<file path="config.mk">
export PLATFORM = sky130hd
export DESIGN_NAME = tiled_display_region_splitter
export DESIGN_NICKNAME = d
export VERILOG_FILES = /design/src/design/tdrs_pkg.sv /design/src/design/tdrs_cell.sv /design/src/design/tiled_display_region_splitter.sv
export SDC_FILE = /design/constraint.sdc
export NUM_CORES = 1
export LEC_CHECK = 0
export BUFFER_PORTS_ARGS = -buffer_cell sky130_fd_sc_hd__buf_4
export CAP_MARGIN = 40
export CORE_AREA = 2 2 148 150
export DETAILED_ROUTE_END_ITERATION = 7
export DIE_AREA = 0 0 150 152
export PLACE_DENSITY = 0.83
export SLEW_MARGIN = 20
export SYNTH_ARGS = -nofsm -noshare
export SYNTH_HDL_FRONTEND = slang
export SYNTH_SLANG_ARGS = --single-unit
export TNS_END_PERCENT = 5
</file>
<file path="constraint.sdc">
create_clock -name clk -period 6.9 [get_ports clk]
set_input_delay 1.035 -clock clk [delete_from_list [all_inputs] [get_ports clk]]
set_output_delay 1.035 -clock clk [all_outputs]
set_load 0.01 [all_outputs]
</file>
<file path="src/design/tdrs_pkg.sv">
`timescale 1ns / 1ps

package tdrs_pkg;

  localparam int REGION_W     = 16;
  localparam int PANEL_IDX_W  = 3;
  localparam int LOCAL_W      = 7;
  localparam int CANVAS_COL_W = 10;
  localparam int CANVAS_ROW_W = 7;
  localparam int IN_DATA_W    = 64;
  localparam int OUT_DATA_W   = 72;

  typedef struct packed {
    logic [REGION_W-1:0] bottom;
    logic [REGION_W-1:0] right;
    logic [REGION_W-1:0] top;
    logic [REGION_W-1:0] left;
  } region_t;

  typedef struct packed {
    logic    valid;
    logic    any_hit;
    region_t region;
  } link_t;

  typedef struct packed {
    logic                    hit;
    logic [PANEL_IDX_W-1:0]  panel_index;
    logic [LOCAL_W-1:0]      local_left;
    logic [LOCAL_W-1:0]      local_top;
    logic [LOCAL_W-1:0]      local_right;
    logic [LOCAL_W-1:0]      local_bottom;
    logic [CANVAS_COL_W-1:0] canvas_left;
    logic [CANVAS_ROW_W-1:0] canvas_top;
    logic [CANVAS_COL_W-1:0] canvas_right;
    logic [CANVAS_ROW_W-1:0] canvas_bottom;
    logic                    last;
  } result_t;

endpackage

</file>
<file path="src/design/tdrs_cell.sv">
`timescale 1ns / 1ps

module tdrs_cell #(
  parameter int INDEX        = 0,
  parameter int PANEL_COUNT  = 3,
  parameter int PANEL_WIDTH  = 128,
  parameter int PANEL_HEIGHT = 128
) (
  input  logic             clk,
  input  logic             rst,
  input  logic             advance,
  input  tdrs_pkg::link_t  link_in,
  output tdrs_pkg::link_t  link_out,
  output logic             emit,
  output tdrs_pkg::result_t result
);
  import tdrs_pkg::*;

  localparam int X0 = INDEX * PANEL_WIDTH;
  localparam int X1 = X0 + PANEL_WIDTH - 1;
  localparam int Y1 = PANEL_HEIGHT - 1;
  localparam bit IS_TAIL = (INDEX == PANEL_COUNT - 1);

  logic    valid;
  logic    any_hit;
  region_t region;

  logic                    shape_ok;
  logic                    hit;
  logic [CANVAS_COL_W-1:0] cl;
  logic [CANVAS_COL_W-1:0] cr;
  logic [CANVAS_ROW_W-1:0] cb;

  always_ff @(posedge clk) begin
    if (rst) begin
      valid <= 1'b0;
    end else if (advance) begin
      valid <= link_in.valid;
    end
  end

  always_ff @(posedge clk) begin
    if (advance) begin
      any_hit <= link_in.any_hit;
      region  <= link_in.region;
    end
  end

  always_comb begin
    shape_ok = (region.left <= region.right) && (region.top <= region.bottom) &&
               (region.top <= REGION_W'(Y1));
    hit = shape_ok && !(region.left > REGION_W'(X1)) && !(region.right < REGION_W'(X0));
    cl = (region.left > REGION_W'(X0)) ? region.left[CANVAS_COL_W-1:0]
                                       : CANVAS_COL_W'(X0);
    cr = (region.right < REGION_W'(X1)) ? region.right[CANVAS_COL_W-1:0]
                                        : CANVAS_COL_W'(X1);
    cb = (region.bottom < REGION_W'(Y1)) ? region.bottom[CANVAS_ROW_W-1:0]
                                         : CANVAS_ROW_W'(Y1);
  end

  assign emit = valid && (hit || (IS_TAIL && !any_hit));

  always_comb begin
    result = '0;
    if (hit) begin
      result.hit           = 1'b1;
      result.panel_index   = PANEL_IDX_W'(INDEX);
      result.local_left    = LOCAL_W'(cl - CANVAS_COL_W'(X0));
      result.local_top     = region.top[LOCAL_W-1:0];
      result.local_right   = LOCAL_W'(cr - CANVAS_COL_W'(X0));
      result.local_bottom  = cb;
      result.canvas_left   = cl;
      result.canvas_top    = region.top[CANVAS_ROW_W-1:0];
      result.canvas_right  = cr;
      result.canvas_bottom = cb;
      result.last          = IS_TAIL || (region.right <= REGION_W'(X1));
    end else begin
      result.last = 1'b1;
    end
  end

  assign link_out.valid   = valid;
  assign link_out.any_hit = any_hit || hit;
  assign link_out.region  = region;

endmodule

</file>
<file path="src/design/tiled_display_region_splitter.sv">
`timescale 1ns / 1ps
// Splits one update region over a row of PANEL_COUNT panels.
// Input beat on s_*: tdata holds left, top, right, bottom (16 bits each).
// Output beats on m_*: one per overlapped panel in panel order, tuser = hit,
// tlast on the final beat of the region. A region that overlaps no panel
// gives a single beat with hit low, all data zero and tlast high.
// The region walks a row of PANEL_COUNT cells, one cell per cycle while the
// row is not frozen; each cell clips against its own panel and drives the
// output register when it hits, and the last cell also drives it when no cell
// hit. A beat passes through the cell registers up to its panel's cell, then
// the output register. One region is held at a time: s_tready stays low while
// any cell holds the region, so a new input beat waits until it leaves the row.
// When m_tready is low with a beat pending and a cell has the next result
// ready, the cell row freezes until the pending beat is taken; no result is
// dropped.
// rst (synchronous) empties the cell row and the output register.
module tiled_display_region_splitter #(
  parameter int PANEL_COUNT  = 3,
  parameter int PANEL_WIDTH  = 128,
  parameter int PANEL_HEIGHT = 128
) (
  input  logic                           clk,
  input  logic                           rst,
  input  logic                           s_tvalid,
  output logic                           s_tready,
  // left[15:0], top[31:16], right[47:32], bottom[63:48]
  input  logic [tdrs_pkg::IN_DATA_W-1:0] s_tdata,
  output logic                           m_tvalid,
  input  logic                           m_tready,
  // panel_index[2:0], local_left[9:3], local_top[16:10], local_right[23:17],
  // local_bottom[30:24], canvas_left[40:31], canvas_top[47:41],
  // canvas_right[57:48], canvas_bottom[64:58], zero pad[71:65]
  output logic [tdrs_pkg::OUT_DATA_W-1:0] m_tdata,
  // hit[0]
  output logic                           m_tuser,
  output logic                           m_tlast
);
  import tdrs_pkg::*;

  link_t   link [0:PANEL_COUNT];
  logic    emit [0:PANEL_COUNT-1];
  result_t cell_result [0:PANEL_COUNT-1];

  logic    busy;
  logic    emit_any;
  result_t emit_result;
  logic    advance;
  result_t out_result;

  always_comb begin
    busy        = 1'b0;
    emit_any    = 1'b0;
    emit_result = '0;
    for (int i = 0; i < PANEL_COUNT; i++) begin
      busy        = busy | link[i+1].valid;
      emit_any    = emit_any | emit[i];
      emit_result = emit_result | (emit[i] ? cell_result[i] : '0);
    end
  end

  assign advance  = !(emit_any && m_tvalid && !m_tready);
  assign s_tready = !busy;

  assign link[0].valid   = s_tvalid && s_tready;
  assign link[0].any_hit = 1'b0;
  assign link[0].region  = region_t'(s_tdata);

  for (genvar g = 0; g < PANEL_COUNT; g++) begin : g_cell
    tdrs_cell #(
      .INDEX        (g),
      .PANEL_COUNT  (PANEL_COUNT),
      .PANEL_WIDTH  (PANEL_WIDTH),
      .PANEL_HEIGHT (PANEL_HEIGHT)
    ) u_cell (
      .clk      (clk),
      .rst      (rst),
      .advance  (advance),
      .link_in  (link[g]),
      .link_out (link[g+1]),
      .emit     (emit[g]),
      .result   (cell_result[g])
    );
  end

  always_ff @(posedge clk) begin
    if (rst) begin
      m_tvalid <= 1'b0;
    end else if (emit_any && advance) begin
      m_tvalid <= 1'b1;
    end else if (m_tready) begin
      m_tvalid <= 1'b0;
    end
  end

  always_ff @(posedge clk) begin
    if (emit_any && advance) begin
      out_result <= emit_result;
    end
  end

  assign m_tdata = {
    (OUT_DATA_W - 65)'(0),
    out_result.canvas_bottom,
    out_result.canvas_right,
    out_result.canvas_top,
    out_result.canvas_left,
    out_result.local_bottom,
    out_result.local_right,
    out_result.local_top,
    out_result.local_left,
    out_result.panel_index
  };
  assign m_tuser = out_result.hit;
  assign m_tlast = out_result.last;

endmodule

</file>
After elaboration in Yosys (flattened, before gate mapping)
Cells that the tools add are included.

Input bits: 68. Word-level logic and storage cells: 116. Bits in registers: 265. Output and inout port bits: 76.

Multiplexer cells: 19. Add/sub/neg operators: 4. Bitwise logic cells: 6. Reduce and logical (&&, ||, !) cells: 32. Magnitude comparators: 26.

Operators by type and width (count): 67-bit two-way mux (3); 66-bit two-way mux (3); 67-bit OR (2); 16-bit <= comparator (6); 16-bit by 7-bit <= comparator with 1-bit output, second input constant (4); 16-bit by 7-bit < comparator with 1-bit output, second input constant (4); 10-bit two-way mux (6); 16-bit by 8-bit greater-than comparator with 1-bit output, second input constant (2); 16-bit by 9-bit greater-than comparator with 1-bit output, second input constant (2); 16-bit by 8-bit < comparator with 1-bit output, second input constant (2); 16-bit by 9-bit < comparator with 1-bit output, second input constant (2); 7-bit by 1-bit subtractor with 7-bit output, second input constant (4); 7-bit two-way mux (3); 1-bit logical AND (19); 16-bit by 1-bit greater-than comparator with 1-bit output, second input constant (1); 16-bit by 7-bit greater-than comparator with 1-bit output, second input constant (1); 16-bit by 8-bit <= comparator with 1-bit output, second input constant (1); 16-bit by 1-bit < comparator with 1-bit output, second input constant (1); 1-bit zero test (10); 1-bit two-way mux (4); 1-bit OR (4); 1-bit logical OR (2); 2-bit nonzero test (1).

Logic depth before layout (Yosys ltp)
Gate-level depths: netlist of run 1.

Word-level depth: 13. Gate-level depth with buffers: 12. Mapped depth without buffers: 10.

Cells and area by module
From an unflattened synthesis of run 1, not the netlist that was laid out.

Cell total of the unflattened synthesis: 1052. Area total of the unflattened synthesis: 13640.6 um2.

Modules (own cells, without submodules): tdrs_cell at g_cell[2].u_cell (sequential area each 1971.9 um2, cells an instance 272, area each 3542.1 um2, times used 1); tdrs_cell at g_cell[1].u_cell (sequential area each 1971.9 um2, cells an instance 269, area each 3452.1 um2, times used 1); tdrs_cell at g_cell[0].u_cell (sequential area each 1971.9 um2, cells an instance 269, area each 3428.3 um2, times used 1); tiled_display_region_splitter (sequential area each 2031.9 um2, cells an instance 242, area each 3218.1 um2, times used 1).

Worst setup path after synthesis of run 1
No wires, ideal clock.

Kind: reg2reg. From: register g_cell[2].u_cell.region, in the netlist g_cell[2].u_cell.link_out[30]. To: register g_cell[0].u_cell.region, in the netlist g_cell[0].u_cell.link_out[0] (enable). Path slack: -79 ps. Buffers on the path: 0. Period minus slack after synthesis: 6979 ps. Required time: 6331 ps. Setup time: 569 ps. Arrival time: 6410 ps. Cell stages (with the launch flop): 9. Cell sequence: edfxtp_1 ha_1 nand4_1 or4_1 o211a_1 o221ai_1 o21ai_1 nor2_1 or2_1.

Word-level cells in the longest chain between the ends: 10. Elaborated cells between the ends (all ways): 11. Those cells by class: order compare: 2; bitwise: 1; reduce/logical: 8.

RTL lines: start: declaration (line tdrs_cell.sv:26) `region_t region;`; start signal: assignment (line tdrs_cell.sv:45) `region <= link_in.region;`; 16-bit <= comparator (line tdrs_cell.sv:50) `shape_ok = (region.left <= region.right) && (region.top <= region.bottom) &&`; 1-bit logical AND (line tdrs_cell.sv:50); 1-bit logical AND * (line tdrs_cell.sv:50); 1-bit logical AND * (2 in a row) (line tdrs_cell.sv:52) `hit = shape_ok && !(region.left > REGION_W'(X1)) && !(region.right < REGION_W'(X0));`; 1-bit logical OR * (line tdrs_cell.sv:61) `assign emit = valid && (hit || (IS_TAIL && !any_hit));`; 1-bit logical AND * (line tdrs_cell.sv:61); 1-bit OR * (line tiled_display_region_splitter.sv:56) `emit_any = emit_any | emit[i];`; 1-bit logical AND * (2 in a row) (line tiled_display_region_splitter.sv:61) `assign advance = !(emit_any && m_tvalid && !m_tready);`; end signal: assignment (line tdrs_cell.sv:45); end: declaration (line tdrs_cell.sv:26).

Every way passes the cells marked *; elsewhere a longest branch is shown, timed or not. A chain may end at the register's enable or synchronous reset.

Final worst setup path of run 1
From: register g_cell[2].u_cell.region, in the netlist g_cell[2].u_cell.link_out[30]. To: register g_cell[2].u_cell.region, in the netlist g_cell[2].u_cell.link_out[49] (enable).

Word-level cells in the longest chain between the ends: 10. Elaborated cells between the ends (all ways): 11. Those cells by class: order compare: 2; bitwise: 1; reduce/logical: 8.

RTL lines (line): 16-bit <= comparator (tdrs_cell.sv:50); 1-bit logical AND (tdrs_cell.sv:50); 1-bit logical AND * (tdrs_cell.sv:50); 1-bit logical AND * (2 in a row) (tdrs_cell.sv:52); 1-bit logical OR * (tdrs_cell.sv:61); 1-bit logical AND * (tdrs_cell.sv:61); 1-bit OR * (tiled_display_region_splitter.sv:56); 1-bit logical AND * (2 in a row) (tiled_display_region_splitter.sv:61).

Marks and branches as above.

==> metrics.cfg, run 1 <==
[synth]
yosysSeqAreaShare_pct = 64.7
syn_area_um2 = 10900
async_flop_share_pct = 0
synth_edf_count = 232
synth_cells = 810
ys_ff_latch = 236
synth_cell_types = 53
synthFlopType = edfxtp_1
yosysWarnings = 0
syn_avg_cell_area_um2 = 13.4

[clock_network]
cts_tree = yes
cts_buffers = 25
h-tree-depth = 1
clkLatencyLatePin_ns = 0.53
cts.sinks = 236
postCtsSetupRepairBufs = 0
post_cts.resized_instances = 0
holdBufCountCts = 0
clk_pin_slew_worst_paths_ns = 0.06
root_buffer = clkbuf_16
cts_buffer_depth = 3

[power_and_ir_drop]
fin_total_pwr_mw = 3.30
p_per_area_nw_per_um2 = 256
p_leak_nw = 5.48
ir_drop_v = 0.000209

[sta]
rsz0062_at_grt = no
hold_ws_ns = 0.443
max_slew_margin_pct = 52.8
setup_viol = 0
finalHoldViolations = 0
max_freq_mhz = 226
fin_crit_ns = 4.43
worstMarginPinSlew_ns = 0.708
finalCritPeriodShare_pct = 64.2
fin_skew_ns = 0.0155
fin_tns_setup_ns = 0
layout_setup_ws_ns = 2.47
drv_slew = 0

[floorplanning]
core_um2 = 21400
die_height_um = 152
dieWidth_um = 150
start_util_pct = 51.0
dieArea_um2 = 22800
ios = 144
num_rows = 54

[worst_setup_path]
critical-path-max-stage-delay_ns = 0.58
cp.arrival_ns = 4.57
crit_type = flip-flop to flip-flop
timing.rr.start = g_cell[2].u_cell.link_out[30]$_DFFE_PN_
startpoint_type = flip-flop
ff2ff_setup_slack_ns = 2.47
cp_common_cell = buf_12
crit_cells = 10
reg2reg_depth = 10
cp-end-kind = flip-flop
critPathMaxFanout = 118
crit_required_ns = 7.05
critPathSlowestCell = or4_1
crit_start = g_cell[2].u_cell.link_out[30]$_DFFE_PN_
critPathBufInv = 2
cp_cell_sequence = ha_1 -> nand4_1 -> or4_1 -> o211a_1 -> o221ai_1 -> o21ai_1 -> nor2_1 -> or2_4 -> buf_12 -> buf_12
cp_top_family = simple AND/OR/NAND/NOR gates
timing.rr.end = g_cell[2].u_cell.link_out[49]$_DFFE_PN_

[final_layout]
finalNonFillerCells = 1239
synthToLayoutAreaGrowth_pct = 18.2
nets = 1104
n_antenna_cell = 0
fin_util_pct = 60.3
drive_gt1_share_pct = 20.0
stdcell_area_um2 = 12900

[route]
vias = 7036
drt_wl_total_um = 22900
ant_nets = 0
wl_per_cell_um = 18.5
drt_iter0_markers = 590
drc = 0
drtPass1Iterations = 5
viasPerCell = 5.68

[worst_hold_path]
min_path_type = flip-flop to flip-flop
whs_path_depth = 0
whs_endpoint = g_cell[1].u_cell.link_out[63]$_DFFE_PN_
min_from = g_cell[0].u_cell.link_out[63]$_DFFE_PN_

[global_routing]
first_global_vias = 7085
overflow = 0
antenna_found_initial = 0
grt_max_degree = 119
track_usage_pct = 20.2
grt_pass1_wl_um = 36200

[flow_run]
drv_cap = 0

[run_status]
status = finished clean

[place]
io_buffers = 135
pre_cts_slack_ns = 2.64
gp_congestion = 0.897
post-place-cells = 1193
dp_hpwl_um = 16500
post_dp_cell_area_um2 = 12100

-- cell usage in the layout (no fill, tap or decap), types with 10 or more instances in the layout --
cell type  instances
buf_4            136
o21ai_0           38
o211ai_1          17
clkbuf_16         25
nand4_1           23
nand3_1           17
nor3_1            12
inv_1            108
conb_1            10
nand2_1           41
nor2_1            26
a21oi_1           39
nor4_1            19
ha_1              96
edfxtp_1         232
-- logic make-up (layout without fill, tap and decap cells) --
family / Yosys count / after routing / synth area share (%)
buffers and inverters: 154 / 294 / 6.69
flip-flops: 236 / 236 / 64.7
adder cells (fa/ha/maj): 96 / 96 / 11.0
AND/OR/NAND/NOR: 171 / 171 / 8.21
other: 1 / 10 / 0.0344
AO/OA/AOI/OAI: 152 / 152 / 9.30
-- how the worst max path moves through the flow --
stage	endpoint	slack, ns
finish	g_cell[2].u_cell.link_out[49]$_DFFE_PN_	2.47
global placement	g_cell[0].u_cell.link_out[35]$_DFFE_PN_	2.68
CTS	g_cell[2].u_cell.any_hit$_DFFE_PN_	2.57
global route	g_cell[2].u_cell.link_out[48]$_DFFE_PN_	2.29
floorplan	g_cell[0].u_cell.link_out[0]$_DFFE_PN_	1.87
detailed placement	g_cell[2].u_cell.link_out[44]$_DFFE_PN_	2.64
-- sequential cells by signal (all words and copies together) (netlist names) --
signal,count
g_cell.u_cell.any_hit,2
g_cell.u_cell.link_out,192
g_cell.u_cell.valid,3
m_tdata,36
m_tlast,1
m_tuser,1
m_tvalid,1
-- final cells by class --
cell class / instances / area, um2
flip-flops and latches: 236 / 7050
multi-input cells: 429 / 3150
fillers: 1669 / 8480
clock buffers: 27 / 633
clock inverters: 19 / 181
well taps: 280 / 350
repair buffers: 140 / 1100
inverters: 108 / 405
-- where the power goes --
| group | switching (mW) | total, mW | internal [mW] |
|---|---|---|---|
| Clock | 0.553 | 1.30 | 0.751 |
| Combinational | 0.138 | 0.259 | 0.121 |
| Sequential | 0.0666 | 1.73 | 1.67 |
-- cells in the mapped netlist (all sizes together), types with 2 or more instances --
cell | n | area, um2
o31ai | 3 | 22.5
a21o | 6 | 45.0
and4 | 3 | 26.3
dfxtp | 4 | 80.1
a21oi | 39 | 195
o2111a | 3 | 35.0
o21ai | 39 | 195
nor3 | 12 | 60.1
nand2 | 41 | 154
o21a | 4 | 30.0
o311ai | 2 | 17.5
nand3 | 17 | 85.1
nand4 | 23 | 144
a211oi | 4 | 35.0
buf | 40 | 300
nor4 | 20 | 131
or2 | 2 | 12.5
nor2 | 26 | 97.6
a221oi | 3 | 26.3
or4 | 5 | 37.5
o211ai | 17 | 128
ha | 96 | 1200
and2 | 8 | 52.6
edfxtp | 232 | 6970
nor2b | 5 | 31.3
a22oi | 7 | 52.6
o221ai | 3 | 26.3
a21boi | 4 | 30.0
or3 | 2 | 12.5
nand2b | 3 | 18.8
and3 | 2 | 12.5
a32oi | 3 | 26.3
clkbuf | 6 | 22.5
a221o | 7 | 70.1
inv | 108 | 405
o41ai | 2 | 17.5
-- layer usage --
metal | up-vias | GRT usage, % | share of wire (%)
met1 | 3338 | 28.0 | 41
met4 | 0 | 6.60 | 2.6
met2 | 369 | 33.2 | 48
met3 | 52 | 2.67 | 7.7
met5 | - | 0 | 0
li1 | 3277 | - | -
Note: power is estimated with default switching activity, not from simulation.
==> run 2: changes to the inputs <==
--- a/config.mk
+++ b/config.mk
@@ -7,10 +7,10 @@
 export LEC_CHECK = 0
 export BUFFER_PORTS_ARGS = -buffer_cell sky130_fd_sc_hd__buf_4
 export CAP_MARGIN = 40
-export CORE_AREA = 2 2 148 150
+export CORE_AREA = 2 2 140 142
 export DETAILED_ROUTE_END_ITERATION = 7
-export DIE_AREA = 0 0 150 152
-export PLACE_DENSITY = 0.83
+export DIE_AREA = 0 0 142 144
+export PLACE_DENSITY = 0.88
 export SLEW_MARGIN = 20
 export SYNTH_ARGS = -nofsm -noshare
 export SYNTH_HDL_FRONTEND = slang
==> constraint.sdc (replaced) <==
create_clock -name clk -period 4.1 [get_ports clk]
set_input_delay 0.615 -clock clk [delete_from_list [all_inputs] [get_ports clk]]
set_output_delay 0.615 -clock clk [all_outputs]
set_load 0.01 [all_outputs]
==> run 2 against run 1 <==
Cell area increased by 0.41%. Register-to-register slack got worse by 2.3 ns. Combinational power increased by 70%. Critical path depth decreased by 1. Non-clock buffer count increased by 2. First-iteration DRC count increased by 45%. Critical path type unchanged. Die area decreased by 10%. Hold slack got worse by 0.17 ns. Count of clock-buffer cells in the layout decreased by 1. Sequential power increased by 69%. Via count increased by 2.2%.
==> metrics.cfg, run 2 (synthesis gave the netlist of run 1 again) <==
[run_status]
status = finished clean

[final_layout]
nets = 1105  ; +0.091%
final_common_cell = edfxtp_1
finalNonFillerCells = 1196  ; -3.5%
synthToLayoutAreaGrowth_pct = 18.7
drive_gt1_share_pct = 19.7  ; -0.29 points
n_antenna_cell = 0  ; unchanged
largest_reg_flops = 192  ; unchanged
mostFrequentLayoutCells = 232 x edfxtp_1, 139 x buf_4, 108 x inv_1

[clock_network]
cts_buffers = 24  ; -4.0%
clkLatencyLatePin_ns = 0.52  ; about the same
clk_pin_slew_worst_paths_ns = 0.06  ; about the same
h-tree-depth = 1  ; unchanged
post_cts.resized_instances = 0  ; unchanged
cts.sinks = 236  ; unchanged
postCtsSetupRepairBufs = 0  ; unchanged
cts_buffer_depth = 3  ; unchanged
root_buffer = clkbuf_16
cts_tree = yes
holdBufCountCts = 0  ; unchanged

[place]
dp_hpwl_um = 16700  ; +0.79%
gp_congestion = 0.929  ; +3.6%
post-place-cells = 1153  ; -3.4%
io_buffers = 135  ; unchanged
pre_cts_slack_ns = 0.371  ; -2.27 ns

[power_and_ir_drop]
p_comb_share_pct = 7.5  ; -0.4 points
seq_power_share_pct = 49.8  ; -2.8 points
switchingPower_mw = 1.24  ; +64%
ir_drop_v = 0.000350  ; +68%
p_leak_nw = 5.55  ; +1.3%
p_per_area_nw_per_um2 = 453  ; +77%
clkPwrFrac_pct = 42.6  ; +3.0 points
internal-power_mw = 4.61  ; +82%
swShare_pct = 21.2  ; -1.8 points

[sta]
setup_viol = 0  ; unchanged
fin_crit_ns = 3.88  ; -0.546 ns
hold_ws_ns = 0.273  ; -0.170 ns
layout_setup_ws_ns = 0.218  ; -2.25 ns
worstMarginPinSlew_ns = 0.785  ; +0.0770 ns
fin_skew_ns = 0.0111  ; -0.00447 ns
fin_tns_setup_ns = 0  ; unchanged
rsz0062_at_grt = no
drv_slew = 0  ; unchanged
finalCritPeriodShare_pct = 94.7  ; +31 points
finalHoldViolations = 0  ; unchanged
max_freq_mhz = 258  ; +14%
max_slew_margin_pct = 47.2  ; -5.6 points

[worst_setup_path]
critPathMaxFanout = 68  ; -42%
crit_type = flip-flop to flip-flop
cp-end-kind = flip-flop
cp.arrival_ns = 4.11  ; -0.46 ns
crit_required_ns = 4.33  ; -2.72 ns
startpoint_type = flip-flop

[global_routing]
track_usage_pct = 23.4  ; +3.2 points
overflow = 0  ; unchanged
grt_pass1_wl_um = 37200  ; +2.6%
antenna_found_initial = 1  ; +1
grt_max_degree = 69  ; -42%
first_global_vias = 7094  ; +0.13%

[route]
viasPerCell = 6.02  ; +5.9%
wl_per_cell_um = 19.8  ; +7.0%
vias = 7194  ; +2.2%
drt_wl_total_um = 23700  ; +3.3%
drc = 0  ; unchanged
drtPass1Iterations = 6  ; +1
ant_nets = 0  ; unchanged
drt_iter0_markers = 855  ; +45%

[floorplanning]
dieArea_um2 = 20400  ; -10%
core_um2 = 19100  ; -11%
ios = 144  ; unchanged
num_rows = 51  ; -5.6%
dieWidth_um = 142  ; -5.3%
start_util_pct = 57.1  ; +6.1 points
die_height_um = 144  ; -5.3%

[flow_run]
drv_cap = 0  ; unchanged

[worst_hold_path]
min_path_type = input pin to flip-flop

[run 2: changes by cell type in the layout (fill, tap and decap cells not counted), sizes merged]
cell and change:
bufinv +6, buf +2, inv -5, clkinvlp -5, clkinv +2, clkbuf -1
[run 2: layout make-up]
type | instances | area (um2)
Sequential cell | 236 | 7050
Fill cell | 1264 | 6160
Multi-Input combinational cell | 429 | 3150
Timing Repair Buffer | 142 | 1100
Clock buffer | 26 | 629
Inverter | 108 | 405
Tap cell | 238 | 298
Clock inverter | 17 | 283
[run 2: through the flow]
| stage | total power [mW] | utilization [%] | instance area [um2] |
|---|---|---|---|
| final | 5.85 | 67.7 | 12900 |
| after global routing | 6.04 | 67.7 | 12900 |
| after CTS | 5.87 | 67.7 | 12900 |
| after detailed placement | 3.39 | 62.9 | 12000 |
| after global placement | 3.36 | 62.9 | 12000 |
| after floorplan | 3.18 | - | 10900 |
[run 2: final timing paths]
check / start / to / slack (ns) / cells after the start
worst max-delay path: g_cell[1].u_cell.link_out[15]$_DFFE_PN_ / g_cell[0].u_cell.link_out[4]$_DFFE_PN_ / 0.22 / 9
worst min-delay path: s_tdata[21] / g_cell[0].u_cell.link_out[21]$_DFFE_PN_ / 0.27 / 1
worst min register to register: g_cell[0].u_cell.link_out[45]$_DFFE_PN_ / g_cell[1].u_cell.link_out[45]$_DFFE_PN_ / 0.45 / 0
worst max register to register: g_cell[1].u_cell.link_out[15]$_DFFE_PN_ / g_cell[0].u_cell.link_out[4]$_DFFE_PN_ / 0.22 / 9
[run 2: power by group through the flow]
stage / logic (mW) / clock network (mW) / registers [mW]
final: 0.441 / 2.50 / 2.92
after floorplan: 0.255 / 0 / 2.93
after global routing: 0.490 / 2.62 / 2.93
after CTS: 0.438 / 2.52 / 2.91
after global placement: 0.405 / 0 / 2.95
after detailed placement: 0.428 / 0 / 2.96
[run 2: routing by layer]
layer  track usage, %  wire length, um
met1             31.4             9510
met2             38.8            11400
met3             4.57             1940
met4             7.95              818
met5                0                0
[run 2: worst max-delay path: stages, from the launching register on]
cell and delay (ns):
edfxtp_1 0.44, nor4_1 0.72, nand4_1 0.23, nor4_2 0.41, o21a_1 0.22, or3b_1 0.39, o22ai_2 0.24, nor2_1 0.17
or2_4 0.46, buf_12 0.30
